===== config.mk =====
export PLATFORM = sky130hd
export DESIGN_NAME = relocation_field_patcher
export DESIGN_NICKNAME = d
export VERILOG_FILES = /design/src/sv/rfp_pkg.sv /design/src/sv/rfp_queue.sv /design/src/sv/rfp_front.sv /design/src/sv/rfp_back.sv /design/src/sv/relocation_field_patcher.sv
export VERILOG_INCLUDE_DIRS = /design/src /design/src/sv
export SDC_FILE = /design/constraint.sdc
export NUM_CORES = 1
export LEC_CHECK = 0
export ABC_AREA = 1
export BUFFER_PORTS_ARGS = -buffer_cell sky130_fd_sc_hd__buf_2
export CELL_PAD_IN_SITES_DETAIL_PLACEMENT = 0
export CELL_PAD_IN_SITES_GLOBAL_PLACEMENT = 2
export CORE_MARGIN = 5
export CORE_UTILIZATION = 38
export CTS_CLUSTER_DIAMETER = 100
export DETAILED_ROUTE_END_ITERATION = 6
export GPL_ROUTABILITY_DRIVEN = 0
export PLACE_DENSITY = 0.78
export SLEW_MARGIN = 15
export SYNTH_ARGS = -nofsm -noshare
export SYNTH_HDL_FRONTEND = slang
export SYNTH_HIERARCHICAL = 1
export SYNTH_SLANG_ARGS = --single-unit

===== constraint.sdc =====
create_clock -name clk -period 9.1 [get_ports clk]
set_input_delay 0.91 -clock clk [delete_from_list [all_inputs] [get_ports clk]]
set_output_delay 0.91 -clock clk [all_outputs]
set_load 0.1 [all_outputs]

===== src/sv/assert_macros.svh =====
// Assertion macros shared by the relocation patcher RTL
`ifndef ASSERT_MACROS_SVH
`define ASSERT_MACROS_SVH

// Same-cycle implication, checked outside reset
`define ASSERT_IMPL(label, clk, rst_n, ante, cons) \
    label: assert property (@(posedge clk) disable iff (!rst_n) (ante) |-> (cons)) \
        else $error("implication check failed");

// Next-cycle implication, checked outside reset
`define ASSERT_NEXT(label, clk, rst_n, ante, cons) \
    label: assert property (@(posedge clk) disable iff (!rst_n) (ante) |=> (cons)) \
        else $error("next-cycle check failed");

`endif


===== src/sv/rfp_pkg.sv =====
// Types, codes, constants and bit-scatter functions of the relocation patcher
`default_nettype none

package rfp_pkg;

    localparam int MID_DEPTH_DEF = 2;
    localparam int OUT_DEPTH_DEF = 2;

    localparam logic [31:0] STUB_W0_BASE = 32'h2020_0000;
    localparam logic [31:0] STUB_W1_BASE = 32'he020_2002;
    localparam logic [31:0] MASK_L21     = 32'h001f_ffff;
    localparam logic [31:0] MASK_R14     = 32'h0000_3fff;
    localparam logic [31:0] MASK_BR17    = 32'h001f_1ffd;
    localparam logic [31:0] MASK_BR22    = 32'h03ff_1ffd;
    localparam logic [31:0] ROUND_HALF   = 32'h0000_1000;

    typedef enum logic [3:0] {
        MODE_PLABEL32 = 4'd0,
        MODE_DIR32    = 4'd1,
        MODE_DIR21L   = 4'd2,
        MODE_DIR14R   = 4'd3,
        MODE_SEGREL32 = 4'd4,
        MODE_DPREL21L = 4'd5,
        MODE_DPREL14R = 4'd6,
        MODE_PCREL17F = 4'd7,
        MODE_PCREL22F = 4'd8
    } mode_t;

    typedef enum logic [1:0] {
        REG_SECTION_BASE = 2'd0,
        REG_STUB_BUDGET  = 2'd1,
        REG_DATA_POINTER = 2'd2
    } reg_index_t;

    typedef enum logic [2:0] {
        ST_OK      = 3'd0,
        ST_UNDEF   = 3'd1,
        ST_RANGE   = 3'd2,
        ST_UNKNOWN = 3'd3,
        ST_EXHAUST = 3'd4
    } status_t;

    typedef enum logic [2:0] {
        K_ABS,
        K_L21,
        K_R14,
        K_BR17,
        K_BR22,
        K_UNDEF,
        K_UNKNOWN
    } kind_t;

    // Classified word between front and back
    typedef struct packed {
        kind_t        kind;
        logic [31:0]  sum;        // symbol + addend
        logic [20:0]  lsum_hi;    // left part (rounded)
        logic [18:0]  right;      // right part, low bits
        logic [29:0]  disp;       // direct branch displacement, words
        logic [29:0]  stub_disp;  // displacement to stub slot 0, words
        logic [31:0]  old_word;
    } mid_entry_t;

    // Section setup seen by the back end
    typedef struct packed {
        logic [28:0]  start_word; // stub area start, 8-byte units
        logic [15:0]  stub_budget;
        logic         clear_used;
    } back_cfg_t;

    typedef struct packed {
        logic [31:0]  new_word;
        logic         stub_made;
        logic [31:0]  stub_addr;
        logic [31:0]  stub_word_first;
        logic [31:0]  stub_word_second;
        status_t      status;
    } result_t;

    function automatic logic [13:0] scatter14(input logic [13:0] x);
        return {x[12:0], x[13]};
    endfunction

    function automatic logic [31:0] scatter17(input logic [16:0] x);
        logic [31:0] r;
        r        = '0;
        r[0]     = x[16];
        r[20:16] = x[15:11];
        r[2]     = x[10];
        r[12:3]  = x[9:0];
        return r;
    endfunction

    function automatic logic [31:0] scatter21(input logic [20:0] x);
        logic [31:0] r;
        r        = '0;
        r[0]     = x[20];
        r[11:1]  = x[19:9];
        r[15:14] = x[8:7];
        r[20:16] = x[6:2];
        r[13:12] = x[1:0];
        return r;
    endfunction

    function automatic logic [31:0] scatter22(input logic [21:0] x);
        logic [31:0] r;
        r        = '0;
        r[0]     = x[21];
        r[25:21] = x[20:16];
        r[20:16] = x[15:11];
        r[2]     = x[10];
        r[12:3]  = x[9:0];
        return r;
    endfunction

    // Signed range checks on a 30-bit word displacement
    function automatic logic fits17(input logic [29:0] d);
        return (d[29:16] == '0) || (d[29:16] == '1);
    endfunction

    function automatic logic fits22(input logic [29:0] d);
        return (d[29:21] == '0) || (d[29:21] == '1);
    endfunction

endpackage

`default_nettype wire


===== src/sv/rfp_queue.sv =====
// Small register FIFO used between front and back and at the result side
`default_nettype none
`include "assert_macros.svh"

module rfp_queue #(
    parameter int WIDTH = 8,
    parameter int DEPTH = 2
) (
    input  logic             clk,
    input  logic             rst_n,
    input  logic             push,
    output logic             full,
    input  logic [WIDTH-1:0] wdata,
    input  logic             pop,
    output logic             empty,
    output logic [WIDTH-1:0] rdata
);

    localparam int PTR_W = (DEPTH > 1) ? $clog2(DEPTH) : 1;
    localparam int CNT_W = $clog2(DEPTH + 1);
    localparam logic [PTR_W-1:0] PTR_LAST = PTR_W'(DEPTH - 1);
    localparam logic [CNT_W-1:0] CNT_FULL = CNT_W'(DEPTH);

    logic [WIDTH-1:0] mem_reg [DEPTH];
    logic [PTR_W-1:0] wr_ptr_reg, wr_ptr_next;
    logic [PTR_W-1:0] rd_ptr_reg, rd_ptr_next;
    logic [CNT_W-1:0] cnt_reg, cnt_next;
    logic             do_push, do_pop;

    assign full    = (cnt_reg == CNT_FULL);
    assign empty   = (cnt_reg == '0);
    assign do_push = push && !full;
    assign do_pop  = pop && !empty;
    assign rdata   = mem_reg[rd_ptr_reg];

    always_comb
    begin
        wr_ptr_next = wr_ptr_reg;
        rd_ptr_next = rd_ptr_reg;
        cnt_next    = cnt_reg;
        if (do_push)
        begin
            wr_ptr_next = (wr_ptr_reg == PTR_LAST) ? '0 : wr_ptr_reg + 1'b1;
        end
        if (do_pop)
        begin
            rd_ptr_next = (rd_ptr_reg == PTR_LAST) ? '0 : rd_ptr_reg + 1'b1;
        end
        if (do_push && !do_pop)
        begin
            cnt_next = cnt_reg + 1'b1;
        end
        else if (do_pop && !do_push)
        begin
            cnt_next = cnt_reg - 1'b1;
        end
    end

    always_ff @(posedge clk or negedge rst_n)
    begin
        if (!rst_n)
        begin
            wr_ptr_reg <= '0;
            rd_ptr_reg <= '0;
            cnt_reg    <= '0;
        end
        else
        begin
            wr_ptr_reg <= wr_ptr_next;
            rd_ptr_reg <= rd_ptr_next;
            cnt_reg    <= cnt_next;
        end
    end

    always_ff @(posedge clk)
    begin
        if (do_push)
        begin
            mem_reg[wr_ptr_reg] <= wdata;
        end
    end

    `ASSERT_IMPL(a_cnt_bound, clk, rst_n, 1'b1, cnt_reg <= CNT_FULL)
    `ASSERT_NEXT(a_cnt_grow, clk, rst_n, do_push && !do_pop, cnt_reg == $past(cnt_reg) + 1'b1)

endmodule

`default_nettype wire


===== src/sv/rfp_front.sv =====
// Front end: config registers, input stage, classification and address math
`default_nettype none
`include "assert_macros.svh"

module rfp_front (
    input  logic                clk,
    input  logic                rst_n,
    input  logic                push,
    output logic                full,
    input  logic [3:0]          mode,
    input  logic [31:0]         symbol_value,
    input  logic signed [31:0]  addend,
    input  logic [31:0]         place_addr,
    input  logic [31:0]         old_word,
    input  logic                wr_en,
    input  logic [1:0]          wr_index,
    input  logic [31:0]         wr_data,
    output logic                mid_push,
    output rfp_pkg::mid_entry_t mid_data,
    input  logic                mid_full,
    output rfp_pkg::back_cfg_t  bcfg
);

    import rfp_pkg::*;

    logic [31:0] section_base_reg, section_base_next;
    logic [15:0] stub_budget_reg, stub_budget_next;
    logic [31:0] data_pointer_reg, data_pointer_next;
    logic [28:0] start_reg, start_next;

    logic        s1_valid_reg, s1_valid_next;
    kind_t       s1_kind_reg, s1_kind_next;
    logic [31:0] s1_sum_reg, s1_sum_next;
    logic [31:0] s1_v_reg, s1_v_next;
    logic [18:0] s1_rhi_reg, s1_rhi_next;
    logic [12:0] s1_alo_reg, s1_alo_next;
    logic [29:0] s1_pword_reg, s1_pword_next;
    logic [31:0] s1_old_reg, s1_old_next;

    logic        s1_adv, accept;
    logic [31:0] add_u, rnd, lsum;
    logic [18:0] right;

    // Config writes
    always_comb
    begin
        section_base_next = section_base_reg;
        stub_budget_next  = stub_budget_reg;
        data_pointer_next = data_pointer_reg;
        if (wr_en)
        begin
            case (wr_index)
                REG_SECTION_BASE: section_base_next = wr_data;
                REG_STUB_BUDGET:  stub_budget_next  = wr_data[15:0];
                REG_DATA_POINTER: data_pointer_next = wr_data;
                default:          ;
            endcase
        end
        // stub area start, rounded up to 8 bytes, budget plus one slots below the section base
        start_next = section_base_reg[31:3] + 29'(section_base_reg[2:0] != 3'b0)
                   - 29'(stub_budget_reg) - 29'd1;
    end

    always_ff @(posedge clk or negedge rst_n)
    begin
        if (!rst_n)
        begin
            section_base_reg <= '0;
            stub_budget_reg  <= '0;
            data_pointer_reg <= '0;
            start_reg        <= '0;
            s1_valid_reg     <= 1'b0;
        end
        else
        begin
            section_base_reg <= section_base_next;
            stub_budget_reg  <= stub_budget_next;
            data_pointer_reg <= data_pointer_next;
            start_reg        <= start_next;
            s1_valid_reg     <= s1_valid_next;
        end
    end

    assign bcfg.start_word  = start_reg;
    assign bcfg.stub_budget = stub_budget_reg;
    assign bcfg.clear_used  = wr_en && (wr_index == REG_SECTION_BASE ||
                                        wr_index == REG_STUB_BUDGET);

    // Stage 1: classify and first-level sums
    assign s1_adv = !s1_valid_reg || !mid_full;
    assign full   = !s1_adv;
    assign accept = push && s1_adv;
    assign add_u  = $unsigned(addend);
    assign rnd    = add_u + ROUND_HALF;

    always_comb
    begin
        s1_valid_next = s1_adv ? accept : s1_valid_reg;
        s1_sum_next   = symbol_value + add_u;
        s1_rhi_next   = rnd[31:13];
        s1_alo_next   = add_u[12:0];
        s1_pword_next = place_addr[31:2] + 30'd2;
        s1_old_next   = old_word;
        s1_v_next     = (mode == MODE_DPREL21L || mode == MODE_DPREL14R)
                      ? symbol_value - data_pointer_reg : symbol_value;
        if (symbol_value == '0)
        begin
            s1_kind_next = K_UNDEF;
        end
        else
        begin
            case (mode)
                MODE_PLABEL32, MODE_DIR32, MODE_SEGREL32: s1_kind_next = K_ABS;
                MODE_DIR21L, MODE_DPREL21L:               s1_kind_next = K_L21;
                MODE_DIR14R, MODE_DPREL14R:               s1_kind_next = K_R14;
                MODE_PCREL17F:                            s1_kind_next = K_BR17;
                MODE_PCREL22F:                            s1_kind_next = K_BR22;
                default:                                  s1_kind_next = K_UNKNOWN;
            endcase
        end
    end

    always_ff @(posedge clk)
    begin
        if (accept)
        begin
            s1_kind_reg  <= s1_kind_next;
            s1_sum_reg   <= s1_sum_next;
            s1_v_reg     <= s1_v_next;
            s1_rhi_reg   <= s1_rhi_next;
            s1_alo_reg   <= s1_alo_next;
            s1_pword_reg <= s1_pword_next;
            s1_old_reg   <= s1_old_next;
        end
    end

    // Stage 2 (into queue): left/right split and displacements
    assign lsum  = s1_v_reg + {s1_rhi_reg, 13'b0};
    // addend minus rounded addend is the sign-extended low 13 bits
    assign right = {8'b0, lsum[10:0]} + {{6{s1_alo_reg[12]}}, s1_alo_reg};

    assign mid_push           = s1_valid_reg && !mid_full;
    assign mid_data.kind      = s1_kind_reg;
    assign mid_data.sum       = s1_sum_reg;
    assign mid_data.lsum_hi   = lsum[31:11];
    assign mid_data.right     = right;
    assign mid_data.disp      = s1_sum_reg[31:2] - s1_pword_reg;
    assign mid_data.stub_disp = {start_reg, 1'b0} - s1_pword_reg;
    assign mid_data.old_word  = s1_old_reg;

    `ASSERT_NEXT(a_s1_hold, clk, rst_n, s1_valid_reg && mid_full, s1_valid_reg)

endmodule

`default_nettype wire


===== src/sv/rfp_back.sv =====
// Back end: stub slot allocation, branch retargeting and word patching
`default_nettype none
`include "assert_macros.svh"

module rfp_back (
    input  logic                clk,
    input  logic                rst_n,
    input  rfp_pkg::back_cfg_t  bcfg,
    input  logic                mid_empty,
    input  rfp_pkg::mid_entry_t mid_data,
    output logic                mid_pop,
    input  logic                out_full,
    output logic                out_push,
    output rfp_pkg::result_t    out_data
);

    import rfp_pkg::*;

    logic [15:0] used_reg, used_next;
    logic        fire, is17, fit_d, fit_s, need, exhausted, alloc;
    logic [29:0] sd, bd;
    logic [28:0] slot_word;
    logic [31:0] w0, w1;

    assign fire      = !mid_empty && !out_full;
    assign mid_pop   = fire;
    assign out_push  = fire;

    assign is17      = (mid_data.kind == K_BR17);
    assign fit_d     = is17 ? fits17(mid_data.disp) : fits22(mid_data.disp);
    assign need      = (mid_data.kind == K_BR17 || mid_data.kind == K_BR22) && !fit_d;
    assign exhausted = (used_reg >= bcfg.stub_budget);
    assign alloc     = need && !exhausted;

    // each slot is two words
    assign sd        = mid_data.stub_disp + 30'({used_reg, 1'b0});
    assign fit_s     = is17 ? fits17(sd) : fits22(sd);
    assign bd        = need ? sd : mid_data.disp;
    assign slot_word = bcfg.start_word + 29'(used_reg);
    assign w0        = STUB_W0_BASE | scatter21(mid_data.lsum_hi);
    assign w1        = STUB_W1_BASE | scatter17(mid_data.right[18:2]);

    always_comb
    begin
        out_data.new_word         = mid_data.old_word;
        out_data.stub_made        = 1'b0;
        out_data.stub_addr        = '0;
        out_data.stub_word_first  = '0;
        out_data.stub_word_second = '0;
        out_data.status           = ST_OK;
        case (mid_data.kind)
            K_ABS:
            begin
                out_data.new_word = mid_data.sum;
            end
            K_L21:
            begin
                out_data.new_word = (mid_data.old_word & ~MASK_L21)
                                  | scatter21(mid_data.lsum_hi);
            end
            K_R14:
            begin
                out_data.new_word = (mid_data.old_word & ~MASK_R14)
                                  | {18'b0, scatter14(mid_data.right[13:0])};
            end
            K_BR17, K_BR22:
            begin
                if (need && exhausted)
                begin
                    out_data.status = ST_EXHAUST;
                end
                else
                begin
                    if (alloc)
                    begin
                        out_data.stub_made        = 1'b1;
                        out_data.stub_addr        = {slot_word, 3'b0};
                        out_data.stub_word_first  = w0;
                        out_data.stub_word_second = w1;
                    end
                    if (alloc && !fit_s)
                    begin
                        out_data.status = ST_RANGE;
                    end
                    else if (is17)
                    begin
                        out_data.new_word = (mid_data.old_word & ~MASK_BR17)
                                          | scatter17(bd[16:0]);
                    end
                    else
                    begin
                        out_data.new_word = (mid_data.old_word & ~MASK_BR22)
                                          | scatter22(bd[21:0]);
                    end
                end
            end
            K_UNDEF:
            begin
                out_data.status = ST_UNDEF;
            end
            default:
            begin
                out_data.status = ST_UNKNOWN;
            end
        endcase
    end

    always_comb
    begin
        used_next = used_reg;
        if (bcfg.clear_used)
        begin
            used_next = '0;
        end
        else if (fire && alloc)
        begin
            used_next = used_reg + 1'b1;
        end
    end

    always_ff @(posedge clk or negedge rst_n)
    begin
        if (!rst_n)
        begin
            used_reg <= '0;
        end
        else
        begin
            used_reg <= used_next;
        end
    end

    `ASSERT_NEXT(a_used_step, clk, rst_n, fire && alloc && !bcfg.clear_used, used_reg == $past(used_reg) + 1'b1)
    `ASSERT_IMPL(a_made_status, clk, rst_n, out_data.stub_made, out_data.status == ST_OK || out_data.status == ST_RANGE)

endmodule

`default_nettype wire


===== src/sv/relocation_field_patcher.sv =====
// Top level of the relocation field patcher: front, queues and back wired together
//
//   channel   handshake          payload
//   -------   ----------------   --------------------------------------------------
//   input     push / full        mode symbol_value addend place_addr old_word
//   result    pop / empty        new_word stub_made stub_addr stub_word_first
//                                stub_word_second status
//   config    wr_en              wr_index wr_data (0 base, 1 budget, 2 data ptr)
//
// One word per cycle sustained while the result side keeps popping; an accepted word
// goes through the input stage, middle queue and result queue before it can be popped.
// The back end's stub slot counter is the only state carried from word to word and
// is updated in the same cycle the word leaves the middle queue.
// Reset (rst_n low) clears the config registers, slot counter and both queues.
// Either side may stall freely; the queues absorb up to their depth of words.
`default_nettype none

module relocation_field_patcher #(
    parameter int MID_DEPTH = rfp_pkg::MID_DEPTH_DEF,
    parameter int OUT_DEPTH = rfp_pkg::OUT_DEPTH_DEF
) (
    input  logic               clk,
    input  logic               rst_n,
    input  logic               push,
    output logic               full,
    input  logic [3:0]         mode,
    input  logic [31:0]        symbol_value,
    input  logic signed [31:0] addend,
    input  logic [31:0]        place_addr,
    input  logic [31:0]        old_word,
    input  logic               pop,
    output logic               empty,
    output logic [31:0]        new_word,
    output logic               stub_made,
    output logic [31:0]        stub_addr,
    output logic [31:0]        stub_word_first,
    output logic [31:0]        stub_word_second,
    output logic [2:0]         status,
    input  logic               wr_en,
    input  logic [1:0]         wr_index,
    input  logic [31:0]        wr_data
);

    import rfp_pkg::*;

    mid_entry_t mid_in, mid_out;
    back_cfg_t  bcfg;
    result_t    res_in, res_out;
    logic       mid_push, mid_full, mid_pop, mid_empty;
    logic       out_push, out_full;

    rfp_front u_front (
        .clk          (clk),
        .rst_n        (rst_n),
        .push         (push),
        .full         (full),
        .mode         (mode),
        .symbol_value (symbol_value),
        .addend       (addend),
        .place_addr   (place_addr),
        .old_word     (old_word),
        .wr_en        (wr_en),
        .wr_index     (wr_index),
        .wr_data      (wr_data),
        .mid_push     (mid_push),
        .mid_data     (mid_in),
        .mid_full     (mid_full),
        .bcfg         (bcfg)
    );

    rfp_queue #(
        .WIDTH ($bits(mid_entry_t)),
        .DEPTH (MID_DEPTH)
    ) u_mid_q (
        .clk   (clk),
        .rst_n (rst_n),
        .push  (mid_push),
        .full  (mid_full),
        .wdata (mid_in),
        .pop   (mid_pop),
        .empty (mid_empty),
        .rdata (mid_out)
    );

    rfp_back u_back (
        .clk       (clk),
        .rst_n     (rst_n),
        .bcfg      (bcfg),
        .mid_empty (mid_empty),
        .mid_data  (mid_out),
        .mid_pop   (mid_pop),
        .out_full  (out_full),
        .out_push  (out_push),
        .out_data  (res_in)
    );

    rfp_queue #(
        .WIDTH ($bits(result_t)),
        .DEPTH (OUT_DEPTH)
    ) u_out_q (
        .clk   (clk),
        .rst_n (rst_n),
        .push  (out_push),
        .full  (out_full),
        .wdata (res_in),
        .pop   (pop),
        .empty (empty),
        .rdata (res_out)
    );

    assign new_word         = res_out.new_word;
    assign stub_made        = res_out.stub_made;
    assign stub_addr        = res_out.stub_addr;
    assign stub_word_first  = res_out.stub_word_first;
    assign stub_word_second = res_out.stub_word_second;
    assign status           = res_out.status;

endmodule

`default_nettype wire


### After elaboration in Yosys (flattened, before gate mapping)

Memory sizes are Yosys's and may differ from the RTL's. A register that Yosys moved wholly into a read port is not among the register bits.
Cells that the tools add are included.

| storage, ports and cells | value |
|---|---|
| flip-flop bits (word level) | 292 |
| output and inout port bits | 134 |
| bits in writable memories | 598 |
| ROM bits | 48 |
| input port bits | 171 |
| memories | 3 |

| cells by class | value |
|---|---|
| add/subtract/negate cells | 22 |
| equal/unequal tests | 15 |
| $lt $le $gt $ge | 1 |
| bitwise operators | 4 |
| mux-type cells | 27 |
| reductions and logical operators | 56 |

Memories:

| memory | words | bits a word | read ports | clocked after Yosys merged registers in | wr ports | RTL line | RTL |
|---|---|---|---|---|---|---|---|
| u_mid_q.mem_reg | 2 | 167 | 1 | 0 | 1 | rfp_queue.sv:24 | `logic [WIDTH-1:0] mem_reg [DEPTH];` |
| u_out_q.mem_reg | 2 | 132 | 1 | 0 | 1 | rfp_queue.sv:24 |  |
| (name not given) | 16 | 3 | 1 | 1 | 0 | rfp_front.sv:112 | `case (mode)` |

Operator list:

| operator | number |
|---|---|
| 97-bit 2-to-1 mux | 2 |
| 129-bit 2-to-1 mux | 1 |
| 32-bit case mux with 4 select lines | 1 |
| 32-bit 2-to-1 mux | 3 |
| 32-bit adder | 2 |
| 32-bit by 21-bit OR with 32-bit output | 2 |
| 30-bit subtractor | 2 |
| 32-bit by 13-bit adder with 32-bit output (second input constant) | 1 |
| 32-bit logical NOT | 1 |
| 16-bit 2-to-1 mux | 2 |
| 32-bit by 14-bit OR with 32-bit output | 1 |
| 32-bit by 26-bit OR with 32-bit output | 1 |
| 32-bit subtractor | 1 |
| 30-bit by 17-bit adder with 30-bit output | 1 |
| 30-bit by 2-bit adder with 30-bit output (second input constant) | 1 |
| 29-bit by 1-bit adder with 29-bit output | 1 |
| 29-bit by 16-bit adder with 29-bit output | 1 |
| 29-bit by 1-bit subtractor with 29-bit output (second input constant) | 1 |
| 29-bit by 16-bit subtractor with 29-bit output | 1 |
| 14-bit equality test (second input constant) | 2 |
| 14-bit logical NOT | 2 |
| 22-bit 2-to-1 mux | 1 |
| 9-bit equality test (second input constant) | 2 |
| 9-bit logical NOT | 2 |
| other kinds (26) | 90 |

### Depth between registers and ports, before layout

Gate-level depths: netlist of the first run.
An unclocked memory read counts as a cell.

| logic depth | value |
|---|---|
| word-level depth | 12 |
| mapped depth | 30 |
| gate-level depth less buffers | 26 |

### Modules after synthesis

The synthesis of the first run kept the hierarchy.

Modules (own cells, without submodules):

| module | instances | area an instance (um^2) | seq. area each (um^2) | cells each |
|---|---|---|---|---|
| rfp_front | 1 | 21010.2 | 7587.3 | 2882 |
| rfp_queue (u_mid_q) | 1 | 12451.9 | 10129.7 | 904 |
| rfp_queue (u_out_q) | 1 | 9863.2 | 8027.7 | 721 |
| rfp_back | 1 | 6391.1 | 400.4 | 1228 |

### Worst setup path after synthesis of the first run

Ideal clock, no wire load.

| timing | value |
|---|---|
| path kind | register to register |
| start | register u_mid_q.cnt_reg[1] |
| end | register u_front.s1_alo_reg[0], enable pin |
| arrival time | 7.830 ns |
| cell stages (with the launch flop) | 6 |
| library setup time | 0.683 ns |
| buffers on the path | 0 |
| required time | 8.417 ns |
| clock period less this slack | 8.513 ns |
| setup slack | 0.587 ns |
| cells stage by stage | dfrtp_1 -> inv_1 -> nor2_1 -> nand2_1 -> inv_1 -> nor2_1 |

| between the ends | value |
|---|---|
| longest elaborated chain between the ends | 4 |

Ends and longest elaborated chain:

| element | RTL line | RTL |
|---|---|---|
| from (decl) | rfp_queue.sv:27 | `logic [CNT_W-1:0] cnt_reg, cnt_next;` |
| from (signal assigned) | rfp_queue.sv:71 | `cnt_reg <= cnt_next;` |
| 2-bit equality test | rfp_queue.sv:30 | `assign full = (cnt_reg == CNT_FULL);` |
| via mid_full | relocation_field_patcher.sv:49 | `logic mid_push, mid_full, mid_pop, mid_empty;` |
| 1-bit logical NOT | rfp_front.sv:90 | `assign s1_adv = !s1_valid_reg \|\| !mid_full;` |
| 1-bit logical OR | rfp_front.sv:90 |  |
| 1-bit logical AND | rfp_front.sv:92 | `assign accept = push && s1_adv;` |
| via u_front.accept | rfp_front.sv:40 | `logic s1_adv, accept;` |
| to (signal assigned) | rfp_front.sv:131 | `s1_alo_reg <= s1_alo_next;` |
| to (decl) | rfp_front.sv:36 | `logic [12:0] s1_alo_reg, s1_alo_next;` |

The timed path passes the listed nets, and every way through them passes these cells.
A chain may end at the register's enable or synchronous reset.

==> results of run 1 <==
## cell usage after synthesis, drive strengths merged (4+ instances only)
master	number	area share, %
a211oi	6	0.091
a21boi	10	0.15
a21o	12	0.18
a21oi	237	2.4
a221oi	18	0.32
a31oi	4	0.050
buf	134	2.1
clkbuf	42	0.32
dfrtp	134	6.7
edfxtp	759	46
fa	10	0.40
ha	216	5.4
inv	646	4.9
nand2	2149	16
nand3	256	2.7
nand3b	18	0.27
nand4	63	0.82
nor2	440	3.4
nor3	67	0.78
nor4	25	0.31
o2111ai	5	0.088
o211ai	11	0.17
o21a	7	0.11
o21ai	244	2.5
o21bai	11	0.17
o22ai	9	0.11
or2	13	0.16
xnor2	56	0.99
xor2	117	2.1
## worst min path at each step
stage	end	cells past startpoint
2_1_floorplan	u_mid_q/mem_reg[0][0]	0
3_3_place_gp	u_mid_q/mem_reg[0][112]	0
3_5_place_dp	u_mid_q/mem_reg[1][4]	0
4_1_cts	u_front/s1_valid_reg	1
5_1_grt	u_front/s1_valid_reg	1
6_report	u_front/s1_valid_reg	1
## worst reg2reg max path: cells and delay by family (launching register included)
family / cells / cell delay, ns
AO/OA/AOI/OAI: 1 / 0.15
buffers and inverters: 6 / 2.49
flip-flops: 1 / 0.87
AND/OR/NAND/NOR: 13 / 1.94
## kinds of logic (layout without fill, tap and decap cells)
group / after synthesis / count (layout) / synth area share (%)
other: 1 / 27 / 0.007543
AO/OA/AOI/OAI: 578 / 578 / 6.375
XOR/XNOR: 173 / 173 / 3.048
adder cells (fa/ha/maj): 226 / 226 / 5.839
AND/OR/NAND/NOR: 3038 / 3038 / 24.81
buffers and inverters: 823 / 1167 / 7.268
flip-flops: 893 / 893 / 52.59
multiplexers: 3 / 3 / 0.06040
## power breakdown
| group | switching, mW | internal, mW |
|---|---|---|
| Clock | 1.72 | 2.31 |
| Combinational | 8.67 | 2.18 |
| Sequential | 0.612 | 6.55 |
## final cells by class
cell class,instances,area share (%)
Timing Repair Buffer,331,3.148
Tap cell,1742,3.897
Clock inverter,54,1.060
Clock buffer,135,4.855
Multi-Input combinational cell,4039,35.88
Sequential cell,893,46.76
Antenna cell,6,0.02685
Inverter,647,4.369
## routing by layer
metal	vias to the layer above	routed length (um)	GRT usage, %	share of wire (%)
met5	-	0	0	0
met1	17930	76540	33.52	48
met3	168	8272	2.801	5.2
met4	0	3654	5.141	2.3
met2	1001	70260	35.48	44
li1	19330	-	-	-
==> impl_metrics.env, run 1 <==
export IMPL_status="complete, no violations"
export IMPL_ratio_of_cells_with_drive_above_1_in_the_final_layout_pct=8.952
export IMPL_grt_antenna_before_repair=5
export IMPL_totalNegativeSetupSlack_ns=0
export IMPL_postSynth_asyncResetShare_pct=15.01
export IMPL_yosys_cell_types_count=55
export IMPL_type_of_element_launching_the_critical_path="flop"
export IMPL_drt_wl_total_mm=158.7
export IMPL_cts_repair_resizes=0
export IMPL_grt_setup_unrepaired="false"
export IMPL_cp_slowest_stage_delay_ns=0.87
export IMPL_fillerInstances=13100
export IMPL_max_freq_mhz=180.6
export IMPL_ys_seq_area_share_pct=52.59
export IMPL_startpoint_of_the_worst_register_to_register_path="u_mid_q/rd_ptr_reg"
export IMPL_layout_cell_area_non_filler_mm2=0.05592
export IMPL_synth_cells=5735
export IMPL_clk_transition_reported_paths_ns=0.06
export IMPL_flip_flop_count_of_the_largest_register_after_layout=334
export IMPL_layout_cells_most_common="nand2_1"
export IMPL_cp_cell_sequence="buf_4 > buf_4 > nand2_1 > nand2_1 > nor3_1 > nand4_1 > nand3_1 > nand2_1 > buf_4 > inv_2 > nor2_4 > buf_4 > nand2_1 > nand2_2 > nand3_1 > nor2_1 > nand2_1 > inv_1 > nand2_1 > a21oi_1"
export IMPL_dr_pass1_iters=5
export IMPL_grt_first_pass_wirelength_mm=232.7
export IMPL_critPathSlowestCell="dfrtp_4"
export IMPL_synth_avg_cell_area_um2=8.669
export IMPL_drt_vias_per_instance=4.898
export IMPL_final_setup_worst_slack_ns=3.562
export IMPL_power_total_mw=22.04
export IMPL_cts_sink_count=893
export IMPL_global_route_overflow_total=0
export IMPL_multi_input_area_mm2=0.02007
export IMPL_power_static_leakage_nw=25.39
export IMPL_postCtsSetupRepairBufs=0
export IMPL_final_core_utilization_pct=43.08
export IMPL_detailedPlacementHpwl_mm=122.8
export IMPL_report_final_slew_viol_count=0
export IMPL_core_area_mm2=0.1298
export IMPL_arrival_ns=6.17
export IMPL_worst_slew_margin_rel_pct=21.08
export IMPL_crit_top_cell="nand2_1"
export IMPL_routedWlPerCell_um=20.23
export IMPL_timing_critical_path_required_ns=9.73
export IMPL_timing_critical_path_to="u_back/used_reg[10]"
export IMPL_clock_root_buffer="clkbuf_16"
export IMPL_worst_r2r_setup_slack_ns=3.56
export IMPL_vias=38430
export IMPL_cell_class_contributing_the_biggest_share_of_worst_path_delay="buffers and inverters"
export IMPL_cts_hold_fix_buffers=0
export IMPL_synth_seq_cells=893
export IMPL_synth_cell_area_mm2=0.04972
export IMPL_hold_class="input port to asynchronous set/reset pin"
export IMPL_track_usage_pct=22.61
export IMPL_die_width_um=371.7
export IMPL_worst_r2r_path_depth=20
export IMPL_yosys_warnings=6
export IMPL_final_cell_count_no_fill=7847
export IMPL_setup_viol_count_final=0
export IMPL_placed_cell_area_mm2=0.05260
export IMPL_grt_start_max_net_pins=142
export IMPL_finalCriticalPeriod_ns=5.538
export IMPL_portBuffers=302
export IMPL_worst_skew_pair_late_latency_ns=0.74
export IMPL_mostFrequentLayoutCells="nand2_1, edfxtp_1, inv_1"
export IMPL_synth_flop_cell="edfxtp_1"
export IMPL_clockBufferDepth=3
export IMPL_syn2layout_area_growth_pct=12.49
export IMPL_maxCapViolCount=0
export IMPL_die_y_um=371.7
export IMPL_cp_num_cells=20
export IMPL_nNetsFinal=6410
export IMPL_drt_antenna_violating_nets=0
export IMPL_initial_utilization_pct=38.30
export IMPL_final_min_period_over_clock_period_pct=60.86
export IMPL_path_buf_inv=6
export IMPL_die_area_mm2=0.1382
export IMPL_drc=0
export IMPL_final_hold_worst_slack_ns=0.1650
export IMPL_grt_pass1_vias=36170
export IMPL_std_cell_rows=132
export IMPL_critPathCaptureType="flop"
export IMPL_placement_setup_worst_slack_ns=3.488
export IMPL_count_of_h_tree_levels_built_during_cts=3
export IMPL_path_class="flop to flop"
export IMPL_synth_edff_count=759
export IMPL_final_seq_area_mm2=0.02615
export IMPL_fin_skew_ns=0.05890
export IMPL_power_density_mw_per_mm2=394.1
export IMPL_final_hold_viol_count=0
export IMPL_dr_first_iter_drc_count=3052
export IMPL_worst_slew_pin_slew_ns=1.184
export IMPL_io_pins=305
export IMPL_irDropWorstVdd_mv=0.5263
export IMPL_regToRegEndpoint="u_back/used_reg[10]"
export IMPL_critical_path_max_fanout=64
export IMPL_numCtsBuffers=101
export IMPL_worst_setup_path_startpoint="u_mid_q/rd_ptr_reg"
export IMPL_placedCellCount=7652
export IMPL_cts_tree="done"
No activity file was read; power rests on OpenSTA's default activity.
==> run 2, diff against run 1 <==
CORE_UTILIZATION = 35   (was 38)
PLACE_DENSITY = 0.76   (was 0.78)
clock period = 4.8 ns   (was 9.1 ns; I/O delays follow)
==> run 2 against run 1 <==
Net effect:
- clock skew grew 0.042 ns
- global-route usage decreased by 1.2 points
- clock power grew 90%
- non-clock buffer count increased by 70
- setup slack lost 2.9 ns
- utilization down 2.9 points
- final area increased by 1.7%
- largest power group unchanged
- worst hold slack lost 0.10 ns
- combinational power grew 94%
- sequential share of layout area fell by 0.77 points
- critical path type unchanged
- largest cell class unchanged
==> impl_metrics.env, run 2 (synthesized netlist as in run 1, its figures left out) <==
export IMPL_grt_pass1_vias=36980
export IMPL_final_cell_count_no_fill=8066
export IMPL_die_width_um=386.9
export IMPL_type_of_element_launching_the_critical_path="flop"
export IMPL_clk_transition_reported_paths_ns=0.06
export IMPL_irDropWorstVdd_mv=1.065
export IMPL_vias=38710
export IMPL_detailedPlacementHpwl_mm=127.9
export IMPL_worst_slew_margin_rel_pct=16.00
export IMPL_path_class="flop to flop"
export IMPL_drt_vias_per_instance=4.799
export IMPL_grt_first_pass_wirelength_mm=241.2
export IMPL_layout_cell_area_non_filler_mm2=0.05686
export IMPL_final_min_period_over_clock_period_pct=85.44
export IMPL_power_static_leakage_nw=25.73
export IMPL_cp_slowest_stage_delay_ns=0.58
export IMPL_power_total_mw=42.17
export IMPL_fillerInstances=14260
export IMPL_totalNegativeSetupSlack_ns=0
export IMPL_flip_flop_count_of_the_largest_register_after_layout=334
export IMPL_power_density_mw_per_mm2=741.6
export IMPL_numCtsBuffers=101
export IMPL_grt_start_max_net_pins=168
export IMPL_cts_tree="done"
export IMPL_cts_sink_count=893
export IMPL_final_core_utilization_pct=40.21
export IMPL_initial_utilization_pct=35.16
export IMPL_count_of_h_tree_levels_built_during_cts=3
export IMPL_track_usage_pct=21.42
export IMPL_worst_r2r_setup_slack_ns=0.70
export IMPL_critPathCaptureType="flop"
export IMPL_critical_path_max_fanout=38
export IMPL_report_final_slew_viol_count=0
export IMPL_worst_skew_pair_late_latency_ns=0.76
export IMPL_io_pins=305
export IMPL_drc=0
export IMPL_syn2layout_area_growth_pct=14.36
export IMPL_layout_cells_most_common="nand2_1"
export IMPL_nNetsFinal=6480
export IMPL_global_route_overflow_total=0
export IMPL_critPathSlowestCell="dfrtp_4"
export IMPL_status="complete, no violations"
export IMPL_grt_setup_unrepaired="false"
export IMPL_clock_root_buffer="clkbuf_16"
export IMPL_crit_top_cell="nand2_1"
export IMPL_grt_antenna_before_repair=16
export IMPL_setup_viol_count_final=0
export IMPL_finalCriticalPeriod_ns=4.101
export IMPL_drt_wl_total_mm=164.3
export IMPL_drt_antenna_violating_nets=0
export IMPL_path_buf_inv=1
export IMPL_cell_class_contributing_the_biggest_share_of_worst_path_delay="simple AND/OR/NAND/NOR gates"
export IMPL_worst_slew_pin_slew_ns=1.260
export IMPL_die_y_um=386.9
export IMPL_placed_cell_area_mm2=0.05301
export IMPL_die_area_mm2=0.1497
export IMPL_arrival_ns=4.67
export IMPL_fin_skew_ns=0.1005
export IMPL_clockBufferDepth=3
export IMPL_hold_class="input port to flop"
export IMPL_final_hold_viol_count=0
export IMPL_placedCellCount=7819
export IMPL_dr_first_iter_drc_count=3034
export IMPL_routedWlPerCell_um=20.37
export IMPL_portBuffers=302
export IMPL_core_area_mm2=0.1414
export IMPL_ratio_of_cells_with_drive_above_1_in_the_final_layout_pct=9.240
export IMPL_std_cell_rows=138
export IMPL_maxCapViolCount=0
export IMPL_mostFrequentLayoutCells="nand2_1, edfxtp_1, inv_1"
export IMPL_dr_pass1_iters=7
export IMPL_max_freq_mhz=243.8
export IMPL_timing_critical_path_required_ns=5.37
-- run 2: cell type report --
class	instances	area, um2	share of cell area, %
clock inverters	69	715.7	1.259
diodes	7	17.52	0.03081
multi-input cells	4039	20060	35.29
inverters	647	2444	4.298
clock buffers	120	2599	4.571
flip-flops and latches	893	26150	46.00
repair buffers	401	2501	4.399
well taps	1890	2365	4.159
-- run 2: worst reg2reg max path: cells and delay by family, from the launching register on --
family	cells	cell delay, ns
buf+inv	1	0.38
compound gates	1	0.25
fa+ha+maj	2	0.48
flops	1	0.58
simple gates	21	2.23
-- run 2: final timing paths --
check,to,from,depth (start not counted)
hold / removal,u_front/s1_alo_reg[1],addend[1],1
min in group asynchronous,u_front/stub_budget_reg[11],rst_n,2
setup / recovery,u_out_q/mem_reg[1][119],u_mid_q/rd_ptr_reg,25
setup reg to reg,u_out_q/mem_reg[1][119],u_mid_q/rd_ptr_reg,25
hold reg to reg,u_mid_q/mem_reg[0][132],u_front/s1_sum_reg[0],0
max in group asynchronous,u_out_q/rd_ptr_reg,rst_n,3
-- run 2: where the power goes --
group | internal (mW) | switching, mW
clock | 4.35 | 3.32
combinational | 4.31 | 16.7
sequential | 12.4 | 1.13
total | 21.1 | 21.1
-- run 2: metal layers --
layer / track usage, % / wire length (um) / share of wire [%] / vias up
met5: 0 / 0 / 0 / -
met3: 3.913 / 10170 / 6.2 / 169
met1: 30.92 / 78080 / 48 / 18070
met2: 33.23 / 72110 / 44 / 991
li1: - / - / - / 19480
met4: 5.677 / 3959 / 2.4 / 0
-- run 2: timing repair --
item	in CTS	in global routing
hold endpoints to repair	96	0
buffers inserted	0	0
resized for setup	0	0
hold buffers	51	0
endpoints found under the setup margin	0	0
-- run 2: through the flow --
step                setup WS [ns]  hold slack (ns)
finish                     0.6987          0.06415
global route               0.2440          0.04142
CTS                        0.6529          0.01048
global placement           0.6736           0.4231
floorplan                  0.1582           0.1844
detailed placement         0.6536           0.4304
